`src/design/rcs_pkg.sv`:
```
// package for the column ray setup pipeline: widths, register codes, shared types
// no dependencies
package rcs_pkg;

    localparam int SCREEN_WIDTH_DEF = 1024;
    localparam int COL_W     = 10;
    localparam int POS_W     = 24;
    localparam int DIR_W     = 18;
    localparam int RDIR_W    = 19;
    localparam int MAG_W     = 19;
    localparam int FRAC_W    = 17;
    localparam int DIST_W    = 32;
    localparam int NUM_W     = 27;
    localparam int WID_W     = 13;
    localparam int CAM_W     = 28;
    localparam int ONE_Q16   = 65536;
    localparam int DIV_Q_W   = 33;
    localparam int DIV_PER_STAGE = 3;
    localparam int DIV_STAGES    = 11;
    localparam int CFG_IDX_W = 3;
    localparam int CFG_DATA_W = 24;

    localparam logic [DIST_W-1:0] DIST_MAX = '1;

    // register index codes
    localparam logic [CFG_IDX_W-1:0] REG_POS_X   = 3'd0;
    localparam logic [CFG_IDX_W-1:0] REG_POS_Y   = 3'd1;
    localparam logic [CFG_IDX_W-1:0] REG_DIR_X   = 3'd2;
    localparam logic [CFG_IDX_W-1:0] REG_DIR_Y   = 3'd3;
    localparam logic [CFG_IDX_W-1:0] REG_PLANE_X = 3'd4;
    localparam logic [CFG_IDX_W-1:0] REG_PLANE_Y = 3'd5;

    typedef struct packed {
        logic [POS_W-1:0]        pos_x;
        logic [POS_W-1:0]        pos_y;
        logic signed [DIR_W-1:0] dir_x;
        logic signed [DIR_W-1:0] dir_y;
        logic signed [DIR_W-1:0] plane_x;
        logic signed [DIR_W-1:0] plane_y;
    } cfg_t;

    typedef struct packed {
        logic signed [RDIR_W-1:0] rd_x;
        logic signed [RDIR_W-1:0] rd_y;
        logic [MAG_W-1:0]         mag_x;
        logic [MAG_W-1:0]         mag_y;
        logic [FRAC_W-1:0]        f_x;
        logic [FRAC_W-1:0]        f_y;
    } ray_t;

    typedef struct packed {
        logic signed [RDIR_W-1:0] rd_x;
        logic signed [RDIR_W-1:0] rd_y;
        logic                     step_neg_x;
        logic                     step_neg_y;
        logic [DIST_W-1:0]        delta_x;
        logic [DIST_W-1:0]        delta_y;
        logic [DIST_W-1:0]        side_x;
        logic [DIST_W-1:0]        side_y;
    } res_t;

endpackage

```
`src/design/rcs_side.sv`:
```
// delta saturation and side distance stages; the last stage is the output register
// depends on rcs_pkg
module rcs_side (
    input  logic                         aclk,
    input  logic                         aresetn,
    input  logic                         in_valid,
    output logic                         in_ready,
    input  rcs_pkg::ray_t                in_ray,
    input  logic [rcs_pkg::DIV_Q_W-1:0]  quo_x,
    input  logic [rcs_pkg::DIV_Q_W-1:0]  quo_y,
    output logic                         out_valid,
    input  logic                         out_ready,
    output rcs_pkg::res_t                res
);
    import rcs_pkg::*;

    localparam int NSTG = 2;
    localparam int PROD_W = FRAC_W + DIST_W;

    logic [NSTG-1:0] vld_reg;
    logic [NSTG:0]   adv;

    ray_t              ray_reg;
    logic [DIST_W-1:0] dx_reg, dy_reg, dx_next, dy_next;
    res_t              res_reg, res_next;
    logic [PROD_W-1:0] px, py;

    function automatic logic [DIST_W-1:0] sat_side(input logic [PROD_W-1:0] p);
        sat_side = p[PROD_W-1] ? DIST_MAX : p[PROD_W-2:16];
    endfunction

    assign adv[NSTG] = out_ready;
    for (genvar i = 0; i < NSTG; i++) begin : g_adv
        assign adv[i] = !vld_reg[i] || adv[i+1];
    end

    always_comb begin
        // zero direction and unit magnitude both saturate
        dx_next = (in_ray.mag_x <= MAG_W'(1)) ? DIST_MAX : quo_x[DIST_W-1:0];
        dy_next = (in_ray.mag_y <= MAG_W'(1)) ? DIST_MAX : quo_y[DIST_W-1:0];
        px = ray_reg.f_x * dx_reg;
        py = ray_reg.f_y * dy_reg;
        res_next.rd_x       = ray_reg.rd_x;
        res_next.rd_y       = ray_reg.rd_y;
        res_next.step_neg_x = ray_reg.rd_x[RDIR_W-1];
        res_next.step_neg_y = ray_reg.rd_y[RDIR_W-1];
        res_next.delta_x    = dx_reg;
        res_next.delta_y    = dy_reg;
        res_next.side_x     = sat_side(px);
        res_next.side_y     = sat_side(py);
    end

    always_ff @(posedge aclk) begin
        if (!aresetn) begin
            vld_reg <= '0;
        end else begin
            for (int i = 0; i < NSTG; i++) begin
                if (adv[i]) begin
                    vld_reg[i] <= (i == 0) ? in_valid : vld_reg[i-1];
                end
            end
        end
    end

    always_ff @(posedge aclk) begin
        if (adv[0]) begin
            ray_reg <= in_ray;
            dx_reg  <= dx_next;
            dy_reg  <= dy_next;
        end
        if (adv[1]) begin
            res_reg <= res_next;
        end
    end

    assign in_ready  = adv[0];
    assign out_valid = vld_reg[NSTG-1];
    assign res       = res_reg;

endmodule

```
`config.mk`:
```
export PLATFORM = sky130hd
export DESIGN_NAME = rcs_side
export DESIGN_NICKNAME = d
export VERILOG_FILES = /design/src/design/rcs_pkg.sv /design/src/design/rcs_side.sv
export SDC_FILE = /design/constraint.sdc
export NUM_CORES = 2
export LEC_CHECK = 0
export ABC_AREA = 0
export BUFFER_PORTS_ARGS = -buffer_cell sky130_fd_sc_hd__buf_2
export CAP_MARGIN = 20
export CORE_MARGIN = 2
export CORE_UTILIZATION = 50
export DETAILED_ROUTE_END_ITERATION = 8
export GPL_TIMING_DRIVEN = 0
export HOLD_SLACK_MARGIN = 0.05
export PLACE_DENSITY_LB_ADDON = 0.1
export RECOVER_POWER = 100
export SLEW_MARGIN = 20
export SYNTH_ARGS = -nofsm -noshare
export SYNTH_HDL_FRONTEND = slang
export SYNTH_SLANG_ARGS = --single-unit
```
`constraint.sdc`:
```
create_clock -name aclk -period 7.7 [get_ports aclk]
set_input_delay 2.31 -clock aclk [delete_from_list [all_inputs] [get_ports aclk]]
set_output_delay 2.31 -clock aclk [all_outputs]
set_load 0.005 [all_outputs]
```
==> impl_metrics.yaml <==
run_status:
  status: "complete, but fails checks"
  violations: "capacitance limit, slew limit"
synthesis:
  syn_nets: 5800
  postSynthCellCount: 4484
  yosys-top-cells-area: "fa_1 40%, edfxtp_1 20%, inv_1 8.8%"
  syn_area_per_cell_um2: 9.91
  synthDominantAreaCellType: "fa_1"
  synth_cell_types: 83
  synth_top_area_frac: 0.403
  synthMostInstantiatedCell: "inv_1"
  yosysSeqAreaShare: 0.205
  synth-seq-cells: 304
  ys_async_sr_fraction: 0
  dominantRegCellSynth: "edfxtp_1"
  synth_commonest_cells: "1044 x inv_1, 894 x fa_1, 764 x nand2_1, 423 x and2_1, 302 x edfxtp_1"
  synth_edf_count: 302
  synthesis.area_um2: 44400
  yosys_warnings: 0
timing:
  drv_slew: 165
  final.min_clock_period_ns: 7.50
  setup-violations-final: 0
  period_share: 0.974
  relSlewSlack: -1.28
  hold_viol: 0
  layout_setup_ws_ns: 0.203
  clock.fmax_mhz: 133
  finClkSkew_ns: 0.0274
  worst_pin_slew_ns: 3.42
  rsz0062_at_grt: "true"
detailed_routing:
  routed-via-count: 32486
  wl_per_cell_um: 21.3
  ant_nets: 0
  drt-initial-drc-count: 2341
  dr.pass1.iters: 5
  drc: 0
  routed_wirelength_mm: 130
  avgViaCountPerCell: 5.33
place:
  dp_hpwl_mm: 107
  gp_congestion: 0.959
  port-buffer-count: 345
  dp_cells: 5998
  pre_cts_ws_ns: -0.375
cts:
  numClockSinks: 304
  htree_levels: 2
  max-clock-path-buffers: 3
  cts_root_buf: "clkbuf_16"
  cts_tree: "yes"
  cts_hold_buf: 0
  cts_made_buffers: 36
  insertion_delay_ns: 0.60
  clk_pin_slew_ns: 0.06
setup_path:
  critical_path.startpoint: "ray_reg[25]"
  reg2reg_from: "ray_reg[25]"
  crit_cells: 21
  endpoint_kind: "flip-flop"
  cp_max_fo: 10
  crit_required_ns: 8.01
  r2r_end: "res[59]"
  critPathBufInv: 5
  worstPathArrival_ns: 7.81
  start_kind: "flip-flop"
  crit_family: "adder cells"
  ff2ff_path_depth: 21
  crit_top_cell: "fa_1"
  critical_path.max_stage_delay_ns: 0.61
  cp-endpoint: "res[59]"
  crit_chain: "buf_1, nand2_1, fa_1, inv_1, fa_1, fa_1, fa_1, fa_1, inv_1, fa_1, inv_1, ha_1, a21o_1, a21o_1, a21oi_1, o21ai_0, a221oi_1, o31ai_2, xnor2_2, buf_2, nand3_1"
  r2r_slack_ns: 0.20
  worstSetupPathType: "flip-flop to flip-flop"
  crit_slowest_cell: "buf_1"
floorplanning:
  die_h_um: 302
  initial_core_util: 0.503
  ios: 350
  fp.dieArea_um2: 91200
  row_count: 109
  core_area_um2: 88200
  die_w_um: 302
layout:
  num-fill-cells: 8098
  area_growth_pct: 10.3
  fin_cells: 6095
  layout-drive-gt1-share: 0.104
  largest_reg_flops: 166
  utilization: 0.555
  nNetsFinal: 6213
run:
  drv_cap: 3
grt:
  grt_pass1_vias: 33807
  grtUsageTotal: 0.297
  grt-ovfl-total: 0
  grt_pass1_wl_mm: 200
  grt_start_max_net_pins: 95
  antenna_found_initial: 14
worst_hold_path:
  hold_class: "flip-flop to flip-flop"
## metal layers
metal  part of all wire  track usage  vias to the layer above
met5            0.00042            0                        -
met3               0.11       0.0794                      225
met1               0.42        0.416                    16609
met4              0.032       0.0873                        8
li1                   -            -                    14264
met2               0.45        0.456                     1380
## how the worst min path moves through the flow
stage          slack (ns)         start  cells past startpoint  endpoint
3_3_place_gp         0.40   ray_reg[88]                      0  res[146]
6_report             0.41   ray_reg[88]                      0  res[146]
2_1_floorplan        0.40   ray_reg[72]                      0  res[130]
3_5_place_dp         0.40   ray_reg[79]                      0  res[137]
4_1_cts              0.41   ray_reg[88]                      0  res[146]
5_1_grt              0.42  ray_reg[109]                      0  res[167]
## logic make-up (layout without fill, tap and decap cells)
kind of cell    after synthesis  after routing  synth area share
simple gates               1413           1413             0.154
buf+inv                    1258           1698             0.109
fa+ha+maj                  1136           1136             0.471
compound gates              323            323            0.0502
flops                       304            304             0.205
xor+xnor                     46             46           0.00966
mux                           4              4          0.000986
other cells                   0              6                 0
## final cells by class
class / count / area (um2) / area share
inverters: 1044 / 3920 / 0.0800
clock buffers: 48 / 976 / 0.0199
multi-input cells: 2922 / 30500 / 0.622
clock inverters: 17 / 174 / 0.00355
flip-flops and latches: 304 / 9110 / 0.186
diodes: 6 / 15.0 / 0.000306
well taps: 1165 / 1460 / 0.0298
plain buffers: 211 / 1010 / 0.0207
repair buffers: 378 / 1840 / 0.0376
## metrics by stage
stage	hold slack, ns	TNS [ns]	cell area (um2)
2_1_floorplan	0.400	0	44400
3_3_place_gp	0.400	-107.57	47600
3_5_place_dp	0.405	-7.37	47700
4_1_cts	0.415	0	49000
5_1_grt	0.420	-0.0668	49000
6_report	0.412	0	49000
## cells in the final DEF, fill, tap and decap left out, types with 6 or more instances in the layout
master	count
a211oi_1	10
diode_2	6
buf_4	22
ha_1	242
a21o_1	54
buf_2	225
o21ai_0	40
and3_1	13
nand3_1	20
o21ai_2	11
fa_1	894
o31ai_1	10
and2_1	423
nand2_1	764
xor2_1	16
o211ai_1	9
nor3_1	20
o21ai_1	9
xnor2_1	28
a21boi_0	6
edfxtp_1	302
clkbuf_16	36
nand4_1	21
clkbuf_1	243
clkbuf_2	88
inv_1	1043
o21a_1	16
a21oi_1	85
a31oi_1	12
nor2_1	34
nor4_1	13
o21bai_1	14
nor2b_1	6
clkinv_1	6
or2_2	64
## timing repair
action / CTS / global route
endpoints found under the setup margin: 32 / 64
resized for setup: 14 / 164
buffers inserted: 6 / 23
Power is left out: the tool's default activity adds up to more than one toggle a clock period on the data nets, which glitch-free logic cannot reach.
