===== src/design/rcs_pkg.sv =====
// package for the column ray setup pipeline: widths, register codes, shared types
// no dependencies
package rcs_pkg;

    localparam int SCREEN_WIDTH_DEF = 1024;
    localparam int COL_W     = 10;
    localparam int POS_W     = 24;
    localparam int DIR_W     = 18;
    localparam int RDIR_W    = 19;
    localparam int MAG_W     = 19;
    localparam int FRAC_W    = 17;
    localparam int DIST_W    = 32;
    localparam int NUM_W     = 27;
    localparam int WID_W     = 13;
    localparam int CAM_W     = 28;
    localparam int ONE_Q16   = 65536;
    localparam int DIV_Q_W   = 33;
    localparam int DIV_PER_STAGE = 3;
    localparam int DIV_STAGES    = 11;
    localparam int CFG_IDX_W = 3;
    localparam int CFG_DATA_W = 24;

    localparam logic [DIST_W-1:0] DIST_MAX = '1;

    // register index codes
    localparam logic [CFG_IDX_W-1:0] REG_POS_X   = 3'd0;
    localparam logic [CFG_IDX_W-1:0] REG_POS_Y   = 3'd1;
    localparam logic [CFG_IDX_W-1:0] REG_DIR_X   = 3'd2;
    localparam logic [CFG_IDX_W-1:0] REG_DIR_Y   = 3'd3;
    localparam logic [CFG_IDX_W-1:0] REG_PLANE_X = 3'd4;
    localparam logic [CFG_IDX_W-1:0] REG_PLANE_Y = 3'd5;

    typedef struct packed {
        logic [POS_W-1:0]        pos_x;
        logic [POS_W-1:0]        pos_y;
        logic signed [DIR_W-1:0] dir_x;
        logic signed [DIR_W-1:0] dir_y;
        logic signed [DIR_W-1:0] plane_x;
        logic signed [DIR_W-1:0] plane_y;
    } cfg_t;

    typedef struct packed {
        logic signed [RDIR_W-1:0] rd_x;
        logic signed [RDIR_W-1:0] rd_y;
        logic [MAG_W-1:0]         mag_x;
        logic [MAG_W-1:0]         mag_y;
        logic [FRAC_W-1:0]        f_x;
        logic [FRAC_W-1:0]        f_y;
    } ray_t;

    typedef struct packed {
        logic signed [RDIR_W-1:0] rd_x;
        logic signed [RDIR_W-1:0] rd_y;
        logic                     step_neg_x;
        logic                     step_neg_y;
        logic [DIST_W-1:0]        delta_x;
        logic [DIST_W-1:0]        delta_y;
        logic [DIST_W-1:0]        side_x;
        logic [DIST_W-1:0]        side_y;
    } res_t;

endpackage


===== src/design/rcs_cam.sv =====
// camera coordinate stages: 2*column/width - 1 in signed q16
// depends on rcs_pkg
module rcs_cam #(
    parameter int SCREEN_WIDTH = rcs_pkg::SCREEN_WIDTH_DEF
) (
    input  logic                              aclk,
    input  logic                              aresetn,
    input  logic                              in_valid,
    output logic                              in_ready,
    input  logic [rcs_pkg::COL_W-1:0]         column,
    output logic                              out_valid,
    input  logic                              out_ready,
    output logic signed [rcs_pkg::CAM_W-1:0]  cam
);
    import rcs_pkg::*;

    localparam int NSTG = 4;
    localparam int PROD_W = 2 * NUM_W;
    localparam int QW_W = NUM_W + WID_W;
    // reciprocal truncated; result low by at most one, fixed in the last stage
    localparam logic [NUM_W-1:0] RECIP   = NUM_W'((1 << NUM_W) / SCREEN_WIDTH);
    localparam logic [WID_W-1:0] WIDTH_C = WID_W'(SCREEN_WIDTH);

    logic [NSTG-1:0] vld_reg;
    logic [NSTG:0]   adv;

    logic [NUM_W-1:0]        num0_reg, num1_reg, num2_reg;
    logic [PROD_W-1:0]       prod1_reg;
    logic [NUM_W-1:0]        q0_reg;
    logic [QW_W-1:0]         qw_reg;
    logic signed [CAM_W-1:0] cam_reg;

    logic [QW_W-1:0]         rem;
    logic [NUM_W-1:0]        q_fix;
    logic signed [CAM_W-1:0] cam_next;

    assign adv[NSTG] = out_ready;
    for (genvar i = 0; i < NSTG; i++) begin : g_adv
        assign adv[i] = !vld_reg[i] || adv[i+1];
    end

    always_comb begin
        rem      = {{WID_W{1'b0}}, num2_reg} - qw_reg;
        q_fix    = q0_reg + NUM_W'(rem >= QW_W'(WIDTH_C));
        cam_next = $signed({1'b0, q_fix}) - $signed(CAM_W'(ONE_Q16));
    end

    always_ff @(posedge aclk) begin
        if (!aresetn) begin
            vld_reg <= '0;
        end else begin
            for (int i = 0; i < NSTG; i++) begin
                if (adv[i]) begin
                    vld_reg[i] <= (i == 0) ? in_valid : vld_reg[i-1];
                end
            end
        end
    end

    always_ff @(posedge aclk) begin
        if (adv[0]) begin
            num0_reg <= {column, {(NUM_W - COL_W){1'b0}}};
        end
        if (adv[1]) begin
            prod1_reg <= num0_reg * RECIP;
            num1_reg  <= num0_reg;
        end
        if (adv[2]) begin
            q0_reg   <= prod1_reg[PROD_W-1:NUM_W];
            qw_reg   <= prod1_reg[PROD_W-1:NUM_W] * WIDTH_C;
            num2_reg <= num1_reg;
        end
        if (adv[3]) begin
            cam_reg <= cam_next;
        end
    end

    assign in_ready  = adv[0];
    assign out_valid = vld_reg[NSTG-1];
    assign cam       = cam_reg;

endmodule


===== config.mk =====
export PLATFORM = sky130hd
export DESIGN_NAME = rcs_cam
export DESIGN_NICKNAME = d
export VERILOG_FILES = /design/src/design/rcs_pkg.sv /design/src/design/rcs_cam.sv
export SDC_FILE = /design/constraint.sdc
export NUM_CORES = 1
export LEC_CHECK = 0
export BUFFER_PORTS_ARGS = -buffer_cell sky130_fd_sc_hd__buf_2
export CORE_MARGIN = 5
export CORE_UTILIZATION = 50
export CTS_CLUSTER_DIAMETER = 200
export DETAILED_ROUTE_END_ITERATION = 7
export PLACE_DENSITY = 0.77
export SLEW_MARGIN = 20
export SYNTH_ARGS = -nofsm -noshare
export SYNTH_HDL_FRONTEND = slang
export SYNTH_SLANG_ARGS = --single-unit

===== constraint.sdc =====
create_clock -name aclk -period 3.3 [get_ports aclk]
set_input_delay 0.66 -clock aclk [delete_from_list [all_inputs] [get_ports aclk]]
set_output_delay 0.66 -clock aclk [all_outputs]
set_load 0.05 [all_outputs]

==> results.tsv <==
stage	metric	value	unit
cts	clk root buf	clkbuf_4	
pwr	Seq pwr share	66.5	%
final_layout	nets@finish	122	
synthesis	Synth Area in XOR/XNOR	0	%
synthesis	main combinational cell family by area after synthesis	buffers and inverters	
run	Max Cap Violations	0	
grt	Overflow after GRT	0	
grt	number of global-route vias before repair	590	
synthesis	Post-Syn Instances	77	
cts	clock transition at the registers of the reported paths	0.10	ns
pwr	PD cells	580	nW/µm²
timing	Tcrit/Tclk final	70.5	%
synthesis	Adder-Cell Fraction of Synth Area	0	%
detailed_routing	Routed WL per cell	10.6	µm
setup_path	Setup CP Type	input pin to primary output	
synthesis	post-synthesis mux area share	0	%
setup_path	WP data arrival	1.67	ns
grt	GRT Total Usage	7.86	%
die	Die Y	64.9	µm
setup_path	CP Capture Type	primary output	
run_status	status	completed	
place	pre-CTS setup slack	0.976	ns
pwr	Clk pwr share	23.4	%
final_layout	final core occ	56.0	%
cts	Num CTS Buffers	5	
synthesis	Synth Cell Area	1510	µm²
setup_path	crit path launch type	input pin	
die	IO Pins	44	
timing	smallest hold slack	0.429	ns
place	Port Buffer Count	36	
final_layout	Finished Layout Cells	142	
pwr	switching power	0.000232	W
grt	global-route wire length before repair	2.43	mm
grt	largest net degree at the start of global routing	14	
pwr	Switching Share	24.0	%
timing	Worst Skew	0.00981	ns
timing	unrepaired setup endpoints after global routing	false	
die	number of cell rows	20	
timing	Final Hold Vio Count	0	
final_layout	commonest non-fill, non-tap cells in the layout	40 x edfxtp_1, 36 x buf_2, 7 x conb_1	
cts	CTS resizes	0	
synthesis	Synth Area in Simple Gates	2.74	%
cts	Worst-Skew Late Latency	0.33	ns
hold_path	Min-Delay Path Class	flip-flop to flip-flop	
detailed_routing	Initial DRC Count	14	
synthesis	Synth cell types	12	
synthesis	Yosys warnings	0	
timing	Max Fclk	430	MHz
setup_path	Max FO, Critical Path	11	
cts	CTS tree	done	
synthesis	Seq cells post-synth	44	
final_layout	synth-to-layout area growth	10.5	%
hold_path	Worst Hold Path Cells	0	
final_layout	fill cell count	230	
final_layout	commonest non-fill, non-tap cell in the layout	edfxtp_1	
die	die width	64.9	µm
pwr	Lkg Pwr	0.688	nW
cts	Clock Sinks	44	
die	Initial Util	50.6	%
timing	Final Slew Violations	0	
pwr	Comb power frac	10.1	%
detailed_routing	First-pass DRT Iterations	2	
timing	fin crit period	2.33	ns
cts	H-tree depth	2	
detailed_routing	ANT nets after route	0	
die	total core area	2980	µm²
synthesis	post-synthesis compound-gate area fraction	2.07	%
die	die area	4210	µm²
detailed_routing	DRC violations left	0	
setup_path	R2R depth	2	
place	dpl cells	134	
pwr	Cell Int Power	0.000735	W
place	hpwl dp	1.12	mm
final_layout	share of cells above drive strength 1	43.1	%
grt	antenna violations before repair	0	
cts	Max Root-Sink Buffers	2	
setup_path	WP data required	2.64	ns
timing	fin worst setup slack	0.974	ns
timing	setup TNS	0	ns
timing	Setup violations, final	0	
cts	# hold bufs at CTS	0	
place	RePlAce Congestion	0.629	
detailed_routing	vias post-DR	623	
detailed_routing	WL final	1.50	mm
pwr	maximum vdd drop	0.296	mV
final_layout	n_diodes	0	
synthesis	register area share after synthesis	85.0	%
cts	Post-CTS Setup Bufs	0	
synthesis	Mean Syn Cell Area	19.6	µm²
detailed_routing	vias per cell	4.39	
==> cells in the mapped netlist <==
| library cell | count | area (µm²) |
|---|---|---|
| dfxtp_1 | 4 | 80.1 |
| inv_1 | 3 | 11.3 |
| nand2_1 | 3 | 11.3 |
| o21ai_2 | 1 | 8.76 |
| and2b_2 | 1 | 8.76 |
| edfxtp_1 | 40 | 1200 |
| inv_2 | 1 | 3.75 |
| buf_4 | 18 | 135 |
| conb_1 | 1 | 3.75 |
| o21a_1 | 3 | 22.5 |
| and3b_2 | 1 | 10.0 |
| and4b_2 | 1 | 11.3 |
==> per-layer routing <==
layer | global-route usage (%) | vias up | share of wire [%] | routed length, µm
li1 | - | 312 | - | -
met3 | 3.64 | 2 | 14 | 212
met4 | 4.75 | 0 | 1.4 | 21
met2 | 13.4 | 41 | 48 | 724
met1 | 7.67 | 268 | 36 | 544
met5 | 0 | - | 0 | 0
==> path summary, 6_finish.rpt <==
| check | from | end | slack, ns |
|---|---|---|---|
| setup / recovery | out_ready | in_ready | 0.97 |
| hold / removal | num0_reg[21]$_DFFE_PP_ | num1_reg[21]$_DFFE_PP_ | 0.43 |
| setup reg to reg | vld_reg[3]$_SDFFE_PN0P_ | num0_reg[22]$_DFFE_PP_ | 2.04 |
| hold reg to reg | num0_reg[21]$_DFFE_PP_ | num1_reg[21]$_DFFE_PP_ | 0.43 |
==> critical path, cell delays in order <==
cell     delay (ns)
buf_2          0.09
and4b_2        0.25
nand2_1        0.32
buf_2          0.34
==> logic make-up after synthesis <==
group,Yosys count
AOI/OAI and AO/OA,4
buffers and inverters,22
other,1
DFF,44
and+or+nand+nor,6
==> through the flow <==
step	instance area, µm²	power, W
floorplan	1530	0.000748
global placement	1620	0.000752
detailed placement	1620	0.000754
CTS	1670	0.000979
global route	1670	0.00101
finish	1670	0.000966
==> power by group through the flow <==
stage / registers, W / clock network (W) / logic [W]
after floorplan: 0.000682 / 0 / 0.0000661
after global placement: 0.000654 / 0 / 0.0000979
after detailed placement: 0.000656 / 0 / 0.0000981
after CTS: 0.000643 / 0.000238 / 0.0000982
after global routing: 0.000647 / 0.000266 / 0.000101
final: 0.000643 / 0.000226 / 0.0000979
==> area by class of cell <==
| class | instances | area [µm²] | area share, % |
|---|---|---|---|
| Inverter | 4 | 15.0 | 0.901 |
| Timing Repair Buffer | 36 | 180 | 10.8 |
| Sequential cell | 44 | 1280 | 76.9 |
| Tap cell | 33 | 41.3 | 2.48 |
| Clock buffer | 7 | 45.0 | 2.70 |
| Clock inverter | 1 | 5.00 | 0.300 |
| Multi-Input combinational cell | 17 | 98.8 | 5.93 |
Power figures use the tool's default switching activity.
