File: src/design/rcs_pkg.sv
// package for the column ray setup pipeline: widths, register codes, shared types
// no dependencies
package rcs_pkg;

    localparam int SCREEN_WIDTH_DEF = 1024;
    localparam int COL_W     = 10;
    localparam int POS_W     = 24;
    localparam int DIR_W     = 18;
    localparam int RDIR_W    = 19;
    localparam int MAG_W     = 19;
    localparam int FRAC_W    = 17;
    localparam int DIST_W    = 32;
    localparam int NUM_W     = 27;
    localparam int WID_W     = 13;
    localparam int CAM_W     = 28;
    localparam int ONE_Q16   = 65536;
    localparam int DIV_Q_W   = 33;
    localparam int DIV_PER_STAGE = 3;
    localparam int DIV_STAGES    = 11;
    localparam int CFG_IDX_W = 3;
    localparam int CFG_DATA_W = 24;

    localparam logic [DIST_W-1:0] DIST_MAX = '1;

    // register index codes
    localparam logic [CFG_IDX_W-1:0] REG_POS_X   = 3'd0;
    localparam logic [CFG_IDX_W-1:0] REG_POS_Y   = 3'd1;
    localparam logic [CFG_IDX_W-1:0] REG_DIR_X   = 3'd2;
    localparam logic [CFG_IDX_W-1:0] REG_DIR_Y   = 3'd3;
    localparam logic [CFG_IDX_W-1:0] REG_PLANE_X = 3'd4;
    localparam logic [CFG_IDX_W-1:0] REG_PLANE_Y = 3'd5;

    typedef struct packed {
        logic [POS_W-1:0]        pos_x;
        logic [POS_W-1:0]        pos_y;
        logic signed [DIR_W-1:0] dir_x;
        logic signed [DIR_W-1:0] dir_y;
        logic signed [DIR_W-1:0] plane_x;
        logic signed [DIR_W-1:0] plane_y;
    } cfg_t;

    typedef struct packed {
        logic signed [RDIR_W-1:0] rd_x;
        logic signed [RDIR_W-1:0] rd_y;
        logic [MAG_W-1:0]         mag_x;
        logic [MAG_W-1:0]         mag_y;
        logic [FRAC_W-1:0]        f_x;
        logic [FRAC_W-1:0]        f_y;
    } ray_t;

    typedef struct packed {
        logic signed [RDIR_W-1:0] rd_x;
        logic signed [RDIR_W-1:0] rd_y;
        logic                     step_neg_x;
        logic                     step_neg_y;
        logic [DIST_W-1:0]        delta_x;
        logic [DIST_W-1:0]        delta_y;
        logic [DIST_W-1:0]        side_x;
        logic [DIST_W-1:0]        side_y;
    } res_t;

endpackage

File: src/design/rcs_recip.sv
// pipelined restoring divider: 2^32 / |ray_dir| for both axes, three bits per stage
// depends on rcs_pkg
module rcs_recip (
    input  logic                           aclk,
    input  logic                           aresetn,
    input  logic                           in_valid,
    output logic                           in_ready,
    input  rcs_pkg::ray_t                  in_ray,
    output logic                           out_valid,
    input  logic                           out_ready,
    output rcs_pkg::ray_t                  out_ray,
    output logic [rcs_pkg::DIV_Q_W-1:0]    quo_x,
    output logic [rcs_pkg::DIV_Q_W-1:0]    quo_y
);
    import rcs_pkg::*;

    localparam int NSTG = DIV_STAGES;

    logic [NSTG-1:0] vld_reg;
    logic [NSTG:0]   adv;

    ray_t               ray_reg [NSTG];
    logic [MAG_W-1:0]   remx_reg [NSTG];
    logic [MAG_W-1:0]   remy_reg [NSTG];
    logic [DIV_Q_W-1:0] qx_reg [NSTG];
    logic [DIV_Q_W-1:0] qy_reg [NSTG];

    assign adv[NSTG] = out_ready;
    for (genvar i = 0; i < NSTG; i++) begin : g_adv
        assign adv[i] = !vld_reg[i] || adv[i+1];
    end

    for (genvar s = 0; s < NSTG; s++) begin : g_stg
        ray_t               ray_in;
        logic [MAG_W-1:0]   rx_in, ry_in, rx_next, ry_next;
        logic [DIV_Q_W-1:0] qx_in, qy_in, qx_next, qy_next;

        if (s == 0) begin : g_first
            assign ray_in = in_ray;
            assign rx_in  = '0;
            assign ry_in  = '0;
            assign qx_in  = '0;
            assign qy_in  = '0;
        end else begin : g_rest
            assign ray_in = ray_reg[s-1];
            assign rx_in  = remx_reg[s-1];
            assign ry_in  = remy_reg[s-1];
            assign qx_in  = qx_reg[s-1];
            assign qy_in  = qy_reg[s-1];
        end

        always_comb begin
            logic [MAG_W:0] shx, shy;
            logic           b;
            rx_next = rx_in;
            ry_next = ry_in;
            qx_next = qx_in;
            qy_next = qy_in;
            for (int j = 0; j < DIV_PER_STAGE; j++) begin
                // dividend is a one followed by zeros
                b   = ((s * DIV_PER_STAGE + j) == 0);
                shx = {rx_next, b};
                shy = {ry_next, b};
                if (shx >= {1'b0, ray_in.mag_x}) begin
                    rx_next = MAG_W'(shx - {1'b0, ray_in.mag_x});
                    qx_next = {qx_next[DIV_Q_W-2:0], 1'b1};
                end else begin
                    rx_next = MAG_W'(shx);
                    qx_next = {qx_next[DIV_Q_W-2:0], 1'b0};
                end
                if (shy >= {1'b0, ray_in.mag_y}) begin
                    ry_next = MAG_W'(shy - {1'b0, ray_in.mag_y});
                    qy_next = {qy_next[DIV_Q_W-2:0], 1'b1};
                end else begin
                    ry_next = MAG_W'(shy);
                    qy_next = {qy_next[DIV_Q_W-2:0], 1'b0};
                end
            end
        end

        always_ff @(posedge aclk) begin
            if (adv[s]) begin
                ray_reg[s]  <= ray_in;
                remx_reg[s] <= rx_next;
                remy_reg[s] <= ry_next;
                qx_reg[s]   <= qx_next;
                qy_reg[s]   <= qy_next;
            end
        end
    end

    always_ff @(posedge aclk) begin
        if (!aresetn) begin
            vld_reg <= '0;
        end else begin
            for (int i = 0; i < NSTG; i++) begin
                if (adv[i]) begin
                    vld_reg[i] <= (i == 0) ? in_valid : vld_reg[i-1];
                end
            end
        end
    end

    assign in_ready  = adv[0];
    assign out_valid = vld_reg[NSTG-1];
    assign out_ray   = ray_reg[NSTG-1];
    assign quo_x     = qx_reg[NSTG-1];
    assign quo_y     = qy_reg[NSTG-1];

endmodule

File: config.mk
export PLATFORM = sky130hd
export DESIGN_NAME = rcs_recip
export DESIGN_NICKNAME = d
export VERILOG_FILES = /design/src/design/rcs_pkg.sv /design/src/design/rcs_recip.sv
export SDC_FILE = /design/constraint.sdc
export NUM_CORES = 2
export LEC_CHECK = 0
export ABC_AREA = 1
export BUFFER_PORTS_ARGS = -buffer_cell sky130_fd_sc_hd__buf_2
export CAP_MARGIN = 25
export CORE_MARGIN = 8
export CORE_UTILIZATION = 58
export CTS_BUF_LIST = sky130_fd_sc_hd__clkbuf_16
export DETAILED_ROUTE_END_ITERATION = 16
export PLACE_DENSITY_LB_ADDON = 0.12
export SYNTH_ARGS = -nofsm -noshare
export SYNTH_HDL_FRONTEND = slang
export SYNTH_SLANG_ARGS = --single-unit
export TNS_END_PERCENT = 5
File: constraint.sdc
create_clock -name aclk -period 32.9 [get_ports aclk]
set_input_delay 1.645 -clock aclk [delete_from_list [all_inputs] [get_ports aclk]]
set_output_delay 1.645 -clock aclk [all_outputs]
set_load 0.005 [all_outputs]
==> impl_metrics.tcl <==
set metrics [dict create \
    status "finished, final reports clean" \
    worst-setup-path-type "primary input to output pin" \
    cts_tree "done" \
    ys_ff_latch 1997 \
    largest_reg_flops 1210 \
    start_util_pct 58.2 \
    gp_congestion 1.02 \
    clk_pin_slew_ps 60 \
    final_nets 16100 \
    hold_path_class "flop to flop" \
    syn_inst 14500 \
    cts_resized 0 \
    fin_cells 18000 \
    min_from "ray_reg[6][100]" \
    crit_start "out_ready" \
    htree_levels 4 \
    post-cts-setup-buffers 0 \
    cts.sinks 1997 \
    dieArea_sq_mm 0.241 \
    cts_root_buf "clkbuf_16" \
    critical_path_required_ps 31250 \
    grt_max_degree 148 \
    synth-edff-count 1986 \
    drcViolationCount 0 \
    tns_ps 0 \
    setup.worst_path.end_class "output pin" \
    worst_pin_slew_ps 1110 \
    critical_path.cell_chain "buf_2 -> nor2_1 -> inv_8 -> nor2_1 -> inv_8 -> nor2_1 -> inv_8 -> nor2_1 -> inv_8 -> nor2_1 -> inv_8 -> nor2_2 -> nand2_4 -> nor2_1 -> nand2_4 -> nor2_2 -> nand2_4 -> buf_2" \
    totalWireLength_mm 362 \
    hpwlAfterDp_mm 284 \
    track_usage_pct 28.9 \
    cp_common_cell "nor2_1" \
    ant_nets 0 \
    core.rowCount 174 \
    multiInputGateArea_sq_mm 0.0647 \
    clock_latency_ps 860 \
    slowest_stage "nand2_4" \
    ys_warn_count 0 \
    cts_buffers 201 \
    drtPass1Iterations 6 \
    cts.path.max_buffers 3 \
    core_sq_mm 0.224 \
    die_width_um 491 \
    chipHeight_um 491 \
    ys_dominant_reg_cell "edfxtp_1" \
    fin_crit_sh_pct 30.7 \
    grt_pass1_vias 102000 \
    via_count 105000 \
    io_buffer_count 291 \
    grt_setup_unrepaired "no" \
    via_per_inst 5.84 \
    grt_overflow 0 \
    skew_ps 87.0 \
    syn_to_final_growth_pct 8.52 \
    worstReg2RegStart "ray_reg[7][34]" \
    layout_common_cells "nand2_1, edfxtp_1, a21oi_1" \
    ys_types 76 \
    slew_headroom_pct 26.0 \
    drt-initial-drc-count 9162 \
    synth-async-reset-ratio_pct 0 \
    crit_fanout 101 \
    period_minus_slack_ps 10090 \
    dp_cells 17600 \
    grt_pass1_wl_mm 560 \
    wl_per_cell_um 20.1 \
    post-route-util_pct 63.2 \
    drv_slew 0 \
    seq_area_frac_synth_pct 45.8 \
    hold_viol 0 \
    fillers 18700 \
    syn_area_per_cell_sq_um 9.02 \
    drive_gt1_share_pct 6.23 \
    io_pins 292 \
    setup_viol 0 \
    synth_area_sq_mm 0.131 \
    layout_commonest_cell "nand2_1" \
    cap_violations 0 \
    max_stage_delay_ps 650 \
    regArea_sq_mm 0.0599 \
    ctsHoldBuffers 0 \
    cp-start-kind "primary input" \
    critical_path_arrival_ps 8440 \
    antenna_found_initial 4 \
    max_freq_mhz 99.1 \
]
-- cell type report --
| cell class | count | area share, % |
|---|---|---|
| multi-input cells | 11000 | 45.6 |
| flip-flops and latches | 1997 | 42.2 |
| clock buffers | 202 | 3.56 |
| inverters | 1319 | 3.54 |
| well taps | 2992 | 2.64 |
| clock inverters | 171 | 1.31 |
| repair buffers | 312 | 1.16 |
| diodes | 3 | 0.00529 |
-- final timing paths --
check	to	slack, ps	cells after the start
setup / recovery	in_ready	22810	18
hold / removal	ray_reg[7][100]	370	0
setup reg to reg	remy_reg[8][4]	24210	35
hold reg to reg	ray_reg[7][100]	370	0
-- worst max-delay path, delay by kind of cell --
kind / cells / cell delay [ps]
buf+inv: 7 / 1810
simple gates: 11 / 4850
-- synth_stat cells, drive strengths merged, types with 2 or more instances --
cell | count | share of area [%]
a31o | 8 | 0.054
nor3b | 14 | 0.084
a21oi | 1314 | 5.1
nor2b | 2 | 0.015
or2 | 101 | 0.48
nand2 | 3592 | 10
o311ai | 2 | 0.013
edfxtp | 1986 | 46
a211oi | 15 | 0.086
o31ai | 30 | 0.17
a21o | 97 | 0.56
o211ai | 59 | 0.34
ha | 1172 | 11
a41oi | 9 | 0.060
nor3 | 152 | 0.66
xnor2 | 452 | 3.0
xor2 | 483 | 3.2
nand4 | 186 | 0.91
inv | 1305 | 3.8
nand3b | 28 | 0.16
o221ai | 16 | 0.11
clkinv | 14 | 0.040
clkbuf | 24 | 0.070
nor4 | 50 | 0.25
and2 | 10 | 0.048
o21a | 33 | 0.19
o21bai | 96 | 0.56
a221oi | 12 | 0.080
fa | 20 | 0.31
buf | 183 | 0.94
a21boi | 41 | 0.25
nor2 | 867 | 2.6
o21ai | 1365 | 5.4
o2111ai | 7 | 0.056
nand3 | 645 | 2.5
a31oi | 98 | 0.47
dfxtp | 11 | 0.17
-- per-layer routing --
layer  vias up  global-route usage [%]  wire length (um)
li1      51300                       -                 -
met1     49200                    37.4            151000
met2      3774                    48.9            170000
met3       892                    3.69             22000
met4         2                    12.9             18700
met5         -                       0                11
-- logic make-up after synthesis --
logic type               after synthesis  share of synthesized area (%)
AO/OA/AOI/OAI                       3204                           13.4
XOR/XNOR                             935                           6.26
adder cells (fa/ha/maj)             1192                           11.5
buffers and inverters               1526                           4.81
flip-flops                          1997                           45.8
other                                  1                        0.00287
AND/OR/NAND/NOR                     5648                           18.2
-- through the flow --
stage               cell area (sq um)  setup slack, ps  hold slack, ps
floorplan                      131000             63.6             400
global placement               135000            22750             401
detailed placement             135000            22770             405
CTS                            142000            22530             363
global route                   142000            22210             377
finish                         142000            22810             370
Power is not shown: default switching activity piles up to over one toggle a cycle in this logic, so the estimate is an artifact.
