File: src/design/rcs_pkg.sv
// package for the column ray setup pipeline: widths, register codes, shared types
// no dependencies
package rcs_pkg;

    localparam int SCREEN_WIDTH_DEF = 1024;
    localparam int COL_W     = 10;
    localparam int POS_W     = 24;
    localparam int DIR_W     = 18;
    localparam int RDIR_W    = 19;
    localparam int MAG_W     = 19;
    localparam int FRAC_W    = 17;
    localparam int DIST_W    = 32;
    localparam int NUM_W     = 27;
    localparam int WID_W     = 13;
    localparam int CAM_W     = 28;
    localparam int ONE_Q16   = 65536;
    localparam int DIV_Q_W   = 33;
    localparam int DIV_PER_STAGE = 3;
    localparam int DIV_STAGES    = 11;
    localparam int CFG_IDX_W = 3;
    localparam int CFG_DATA_W = 24;

    localparam logic [DIST_W-1:0] DIST_MAX = '1;

    // register index codes
    localparam logic [CFG_IDX_W-1:0] REG_POS_X   = 3'd0;
    localparam logic [CFG_IDX_W-1:0] REG_POS_Y   = 3'd1;
    localparam logic [CFG_IDX_W-1:0] REG_DIR_X   = 3'd2;
    localparam logic [CFG_IDX_W-1:0] REG_DIR_Y   = 3'd3;
    localparam logic [CFG_IDX_W-1:0] REG_PLANE_X = 3'd4;
    localparam logic [CFG_IDX_W-1:0] REG_PLANE_Y = 3'd5;

    typedef struct packed {
        logic [POS_W-1:0]        pos_x;
        logic [POS_W-1:0]        pos_y;
        logic signed [DIR_W-1:0] dir_x;
        logic signed [DIR_W-1:0] dir_y;
        logic signed [DIR_W-1:0] plane_x;
        logic signed [DIR_W-1:0] plane_y;
    } cfg_t;

    typedef struct packed {
        logic signed [RDIR_W-1:0] rd_x;
        logic signed [RDIR_W-1:0] rd_y;
        logic [MAG_W-1:0]         mag_x;
        logic [MAG_W-1:0]         mag_y;
        logic [FRAC_W-1:0]        f_x;
        logic [FRAC_W-1:0]        f_y;
    } ray_t;

    typedef struct packed {
        logic signed [RDIR_W-1:0] rd_x;
        logic signed [RDIR_W-1:0] rd_y;
        logic                     step_neg_x;
        logic                     step_neg_y;
        logic [DIST_W-1:0]        delta_x;
        logic [DIST_W-1:0]        delta_y;
        logic [DIST_W-1:0]        side_x;
        logic [DIST_W-1:0]        side_y;
    } res_t;

endpackage

File: src/design/rcs_ray.sv
// ray direction stages: dir + plane*cam, saturated, plus magnitude and grid fraction
// depends on rcs_pkg
module rcs_ray (
    input  logic                              aclk,
    input  logic                              aresetn,
    input  rcs_pkg::cfg_t                     cfg,
    input  logic                              in_valid,
    output logic                              in_ready,
    input  logic signed [rcs_pkg::CAM_W-1:0]  cam,
    output logic                              out_valid,
    input  logic                              out_ready,
    output rcs_pkg::ray_t                     ray
);
    import rcs_pkg::*;

    localparam int NSTG = 2;
    localparam int PROD_W = DIR_W + CAM_W;
    localparam int SUM_W = PROD_W - 16 + 1;

    logic [NSTG-1:0] vld_reg;
    logic [NSTG:0]   adv;

    logic signed [PROD_W-1:0] prod_x_reg, prod_y_reg;
    ray_t ray_reg, ray_next;

    function automatic logic signed [RDIR_W-1:0] sat_rd(input logic signed [SUM_W-1:0] v);
        logic signed [SUM_W-1:0] hi, lo;
        hi = SUM_W'((1 << (RDIR_W - 1)) - 1);
        lo = -SUM_W'(1 << (RDIR_W - 1));
        if (v > hi) begin
            sat_rd = hi[RDIR_W-1:0];
        end else if (v < lo) begin
            sat_rd = lo[RDIR_W-1:0];
        end else begin
            sat_rd = v[RDIR_W-1:0];
        end
    endfunction

    function automatic logic [MAG_W-1:0] mag_of(input logic signed [RDIR_W-1:0] rd);
        logic signed [RDIR_W:0] wide;
        wide = {rd[RDIR_W-1], rd};
        mag_of = rd[RDIR_W-1] ? MAG_W'(-wide) : MAG_W'(wide);
    endfunction

    // fraction to the next grid line in the step direction
    function automatic logic [FRAC_W-1:0] frac_of(input logic neg, input logic [15:0] p);
        frac_of = neg ? {1'b0, p} : FRAC_W'(ONE_Q16 - {1'b0, p});
    endfunction

    assign adv[NSTG] = out_ready;
    for (genvar i = 0; i < NSTG; i++) begin : g_adv
        assign adv[i] = !vld_reg[i] || adv[i+1];
    end

    always_comb begin
        ray_next.rd_x  = sat_rd(SUM_W'(cfg.dir_x) + SUM_W'($signed(prod_x_reg[PROD_W-1:16])));
        ray_next.rd_y  = sat_rd(SUM_W'(cfg.dir_y) + SUM_W'($signed(prod_y_reg[PROD_W-1:16])));
        ray_next.mag_x = mag_of(ray_next.rd_x);
        ray_next.mag_y = mag_of(ray_next.rd_y);
        ray_next.f_x   = frac_of(ray_next.rd_x[RDIR_W-1], cfg.pos_x[15:0]);
        ray_next.f_y   = frac_of(ray_next.rd_y[RDIR_W-1], cfg.pos_y[15:0]);
    end

    always_ff @(posedge aclk) begin
        if (!aresetn) begin
            vld_reg <= '0;
        end else begin
            for (int i = 0; i < NSTG; i++) begin
                if (adv[i]) begin
                    vld_reg[i] <= (i == 0) ? in_valid : vld_reg[i-1];
                end
            end
        end
    end

    always_ff @(posedge aclk) begin
        if (adv[0]) begin
            prod_x_reg <= cfg.plane_x * cam;
            prod_y_reg <= cfg.plane_y * cam;
        end
        if (adv[1]) begin
            ray_reg <= ray_next;
        end
    end

    assign in_ready  = adv[0];
    assign out_valid = vld_reg[NSTG-1];
    assign ray       = ray_reg;

endmodule

File: config.mk
export PLATFORM = sky130hd
export DESIGN_NAME = rcs_ray
export DESIGN_NICKNAME = d
export VERILOG_FILES = /design/src/design/rcs_pkg.sv /design/src/design/rcs_ray.sv
export SDC_FILE = /design/constraint.sdc
export NUM_CORES = 2
export LEC_CHECK = 0
export BUFFER_PORTS_ARGS = -buffer_cell sky130_fd_sc_hd__buf_2
export CORE_ASPECT_RATIO = 0.9
export CORE_MARGIN = 2
export CORE_UTILIZATION = 65
export DETAILED_ROUTE_END_ITERATION = 8
export PLACE_DENSITY = 0.84
export SKIP_LAST_GASP = 1
export SYNTH_ARGS = -nofsm -noshare
export SYNTH_HDL_FRONTEND = slang
export SYNTH_SLANG_ARGS = --single-unit
export TNS_END_PERCENT = 20
File: constraint.sdc
create_clock -name aclk -period 8.6 [get_ports aclk]
set_input_delay 0.86 -clock aclk [delete_from_list [all_inputs] [get_ports aclk]]
set_output_delay 0.86 -clock aclk [all_outputs]
set_load 0.005 [all_outputs]
==> results.tsv <==
stage	metric	value	unit
synthesis	post_synth_inst_count	4892	
routing	drt_pass1_iterations	6	
cts	number_of_buffers_inserted_by_post_cts_setup_repair	0	
final_layout	number_of_flip_flops_under_the_largest_register_name	108	
die	io-pin-count	264	
sta	tns	0	ns
setup_path	cp_cell_sequence	buf_2 -> nand2_1 -> fa_1 -> fa_1 -> fa_1 -> inv_1 -> fa_1 -> fa_1 -> inv_1 -> fa_1 -> inv_1 -> ha_1 -> o21ai_0 -> o21ai_0 -> a22oi_1 -> a21oi_1 -> or2_2 -> and4_1 -> a2111oi_0 -> o21bai_1 -> a21o_1 -> a21oi_1 -> xnor2_1	
setup_path	worstPathBufferInverterCount	4	
die	core_region_area	68500	um^2
global_routing	globalRouteOverflowTotal	0	
setup_path	cp_data_arrival_time	8.05	ns
placement	hpwlAfterDp	84900	um
die	initial_utilization	0.658	
setup_path	critical-path-top-delay-family	adder cells	
cts	cts_hold_buf	0	
cts	cts_tree	done	
sta	finalWorstSetupSlack	0.781	ns
routing	route.final.wire_length	104000	um
routing	routed_wire_length_per_instance	17.7	um
final_layout	layout.cells.most_common	sky130_fd_sc_hd__inv_1	
synthesis	ys_dominant_reg_cell	sky130_fd_sc_hd__edfxtp_1	
placement	gp_congestion	0.926	
global_routing	track_usage	0.310	
die	placementRows	91	
synthesis	post_synth.cell_area_avg	9.21	um^2
sta	report.final.slew_viol_count	0	
routing	route.vias.total	33900	
die	full_die_area	71500	um^2
status	result_of_the_run	complete, no violations	
synthesis	seq_total_area_yosys	0.113	
synthesis	yosys_register_bits	170	
setup_path	critPathSlowestCell	sky130_fd_sc_hd__a2111oi_0	
cts	cts.clk_slew.worst_paths	0.08	ns
routing	detail_route.drc_violations	0	
placement	dp_slack	0.454	ns
sta	max_slew.worst_pin.slew	1.06	ns
setup_path	worst_setup_path_class	in2reg	
global_routing	initial_antenna_violation_count	21	
final_layout	layout_common_cells	sky130_fd_sc_hd__inv_1 (1117), sky130_fd_sc_hd__fa_1 (978), sky130_fd_sc_hd__nand2_1 (665)	
setup_path	worst_path_most_repeated_cell	sky130_fd_sc_hd__fa_1	
sta	finalCritPeriodShare	0.909	
synthesis	synth_area	45100	um^2
die	die-width	282	um
sta	report.final.setup_viol	0	
placement	portBuffers	247	
final_layout	design.final.nets	6372	
routing	detail_route.iter0.violations	2673	
global_routing	grt_pass1_wl	175000	um
final_layout	area_growth_from_synthesis_to_layout	5.47	%
setup_path	cp_data_required_time	8.83	ns
setup_path	max_stage_delay	0.76	ns
placement	dpl_cells	5873	
sta	rsz0062_at_grt	no	
synthesis	synthDistinctLibCells	95	
synthesis	total_nets_after_synthesis	6302	
synthesis	synth_top_cell_by_area	sky130_fd_sc_hd__fa_1	
sta	maxClockFrequency	128	MHz
cts	maximum_buffer_depth_of_the_clock_tree	2	
global_routing	first_global_vias	36100	
cts	clock-sinks	170	
global_routing	pin_count_of_the_biggest_net_entering_global_routing	75	
final_layout	post_layout_nonfiller_instances	5913	
setup_path	worstSetupEndpointType	register	
synthesis	synthesis_warnings	0	
cts	insertion_delay	0.49	ns
setup_path	critical_path.max_fanout	36	
setup_path	cp-start-kind	input port	
synthesis	synth_top_area_frac	0.434	
hold_path	min-delay-path-class	reg2reg	
die	die_height	254	um
final_layout	post_route_cells_drive_above_1_share	0.0782	
sta	clock-skew-final	0.0193	ns
sta	finalHoldViolCount	0	
sta	finalCriticalPeriod	7.82	ns
cts	clockRootBuffer	sky130_fd_sc_hd__clkbuf_16	
sta	normalized_max_slew_margin	0.294	
flow_run	number_of_max_cap_violations	0	
sta	hold_ws	0.558	ns
routing	avgViaCountPerCell	5.74	
cts	cts_made_buffers	17	
routing	detail-route-antenna-nets	0	
synthesis	netlist_top_cells_area	sky130_fd_sc_hd__fa_1 (43%), sky130_fd_sc_hd__edfxtp_1 (11%), sky130_fd_sc_hd__inv_1 (9.3%)	
cts	gates_resized_cts_repair	0	
synthesis	ys_async_sr_fraction	0	
cts	htree_num_levels	4	
synthesis	synth_enable_flop_cells	168	
-- path summary, 6_finish.rpt --
kind                                 start                  endpoint  slack [ns]  depth (start not counted)
setup / recovery                   cam[13]  prod_y_reg[29]$_DFFE_PP_        0.78                         23
hold / removal     vld_reg[0]$_SDFFE_PN0P_   vld_reg[1]$_SDFFE_PN0P_        0.56                          1
setup reg to reg  prod_y_reg[16]$_DFFE_PP_         ray[44]$_DFFE_PP_        2.41                         22
hold reg to reg    vld_reg[0]$_SDFFE_PN0P_   vld_reg[1]$_SDFFE_PN0P_        0.56                          1
-- Yosys cell counts (12+ instances only) --
library cell,count
sky130_fd_sc_hd__inv_1,1118
sky130_fd_sc_hd__fa_1,978
sky130_fd_sc_hd__nand2_1,666
sky130_fd_sc_hd__and2_1,387
sky130_fd_sc_hd__ha_1,280
sky130_fd_sc_hd__clkbuf_1,227
sky130_fd_sc_hd__edfxtp_1,168
sky130_fd_sc_hd__nor2_1,143
sky130_fd_sc_hd__a21oi_1,133
sky130_fd_sc_hd__xnor2_1,96
sky130_fd_sc_hd__o21ai_0,94
sky130_fd_sc_hd__xor2_1,66
sky130_fd_sc_hd__nor3_1,42
sky130_fd_sc_hd__nand3_1,41
sky130_fd_sc_hd__nand2b_1,35
sky130_fd_sc_hd__a21o_1,34
sky130_fd_sc_hd__a31oi_1,26
sky130_fd_sc_hd__nand4_1,25
sky130_fd_sc_hd__o21a_1,22
sky130_fd_sc_hd__nor2b_1,21
sky130_fd_sc_hd__a211oi_1,15
sky130_fd_sc_hd__buf_2,14
sky130_fd_sc_hd__and3_1,13
sky130_fd_sc_hd__o21bai_1,13
sky130_fd_sc_hd__nor4_1,12
sky130_fd_sc_hd__o211ai_1,12
sky130_fd_sc_hd__o31ai_1,12
-- worst reg2reg max path: stages (launching register included) --
cell and delay, ns:
sky130_fd_sc_hd__edfxtp_1 0.37, sky130_fd_sc_hd__ha_1 0.22, sky130_fd_sc_hd__inv_1 0.08, sky130_fd_sc_hd__fa_1 0.21
sky130_fd_sc_hd__nor2b_1 0.09, sky130_fd_sc_hd__o31ai_2 0.36, sky130_fd_sc_hd__a21oi_1 0.23, sky130_fd_sc_hd__a22oi_1 0.37
sky130_fd_sc_hd__o21ai_0 0.25, sky130_fd_sc_hd__xnor2_1 0.54, sky130_fd_sc_hd__nand4_1 0.21, sky130_fd_sc_hd__a2111oi_0 0.51
sky130_fd_sc_hd__and2_1 0.31, sky130_fd_sc_hd__nand2b_1 0.13, sky130_fd_sc_hd__buf_4 0.22, sky130_fd_sc_hd__o21a_1 0.16
sky130_fd_sc_hd__ha_1 0.40, sky130_fd_sc_hd__inv_1 0.25, sky130_fd_sc_hd__nor3_1 0.36, sky130_fd_sc_hd__and2_1 0.20
sky130_fd_sc_hd__a41o_1 0.18, sky130_fd_sc_hd__mux2i_1 0.07, sky130_fd_sc_hd__a221oi_1 0.29
-- layer usage --
metal  GRT usage  share of wire
met5           0         0.0016
met3      0.0605          0.092
met1       0.407           0.38
met4       0.109          0.032
met2       0.516           0.49
-- cell type report --
type	count	area, um^2
Multi-Input combinational cell	3347	34800
Fill cell	5164	21000
Sequential cell	170	5080
Inverter	1120	4210
Timing Repair Buffer	306	1680
Tap cell	930	1160
Clock buffer	18	429
Clock inverter	14	154
Antenna cell	8	20.0
-- cells by family (layout without fill, tap and decap cells) --
family | count (synthesis) | in the layout | synth area share
AOI/OAI and AO/OA | 469 | 469 | 0.0685
xor gates and xnor gates | 163 | 163 | 0.0318
adders and majority gates | 1258 | 1258 | 0.512
buffers and inverters | 1375 | 1458 | 0.115
DFF | 170 | 170 | 0.113
muxes | 12 | 12 | 0.00278
other | 0 | 8 | 0
and+or+nand+nor | 1445 | 1445 | 0.157
-- stage by stage --
step	util	cell area [um^2]
2_1_floorplan	-	45100
3_3_place_gp	0.685	46900
3_5_place_dp	0.685	46900
4_1_cts	0.693	47500
5_1_grt	0.694	47500
6_report	0.694	47500
Power is left out: the tool's default activity adds up to more than one toggle a clock period on the data nets, which glitch-free logic cannot reach.
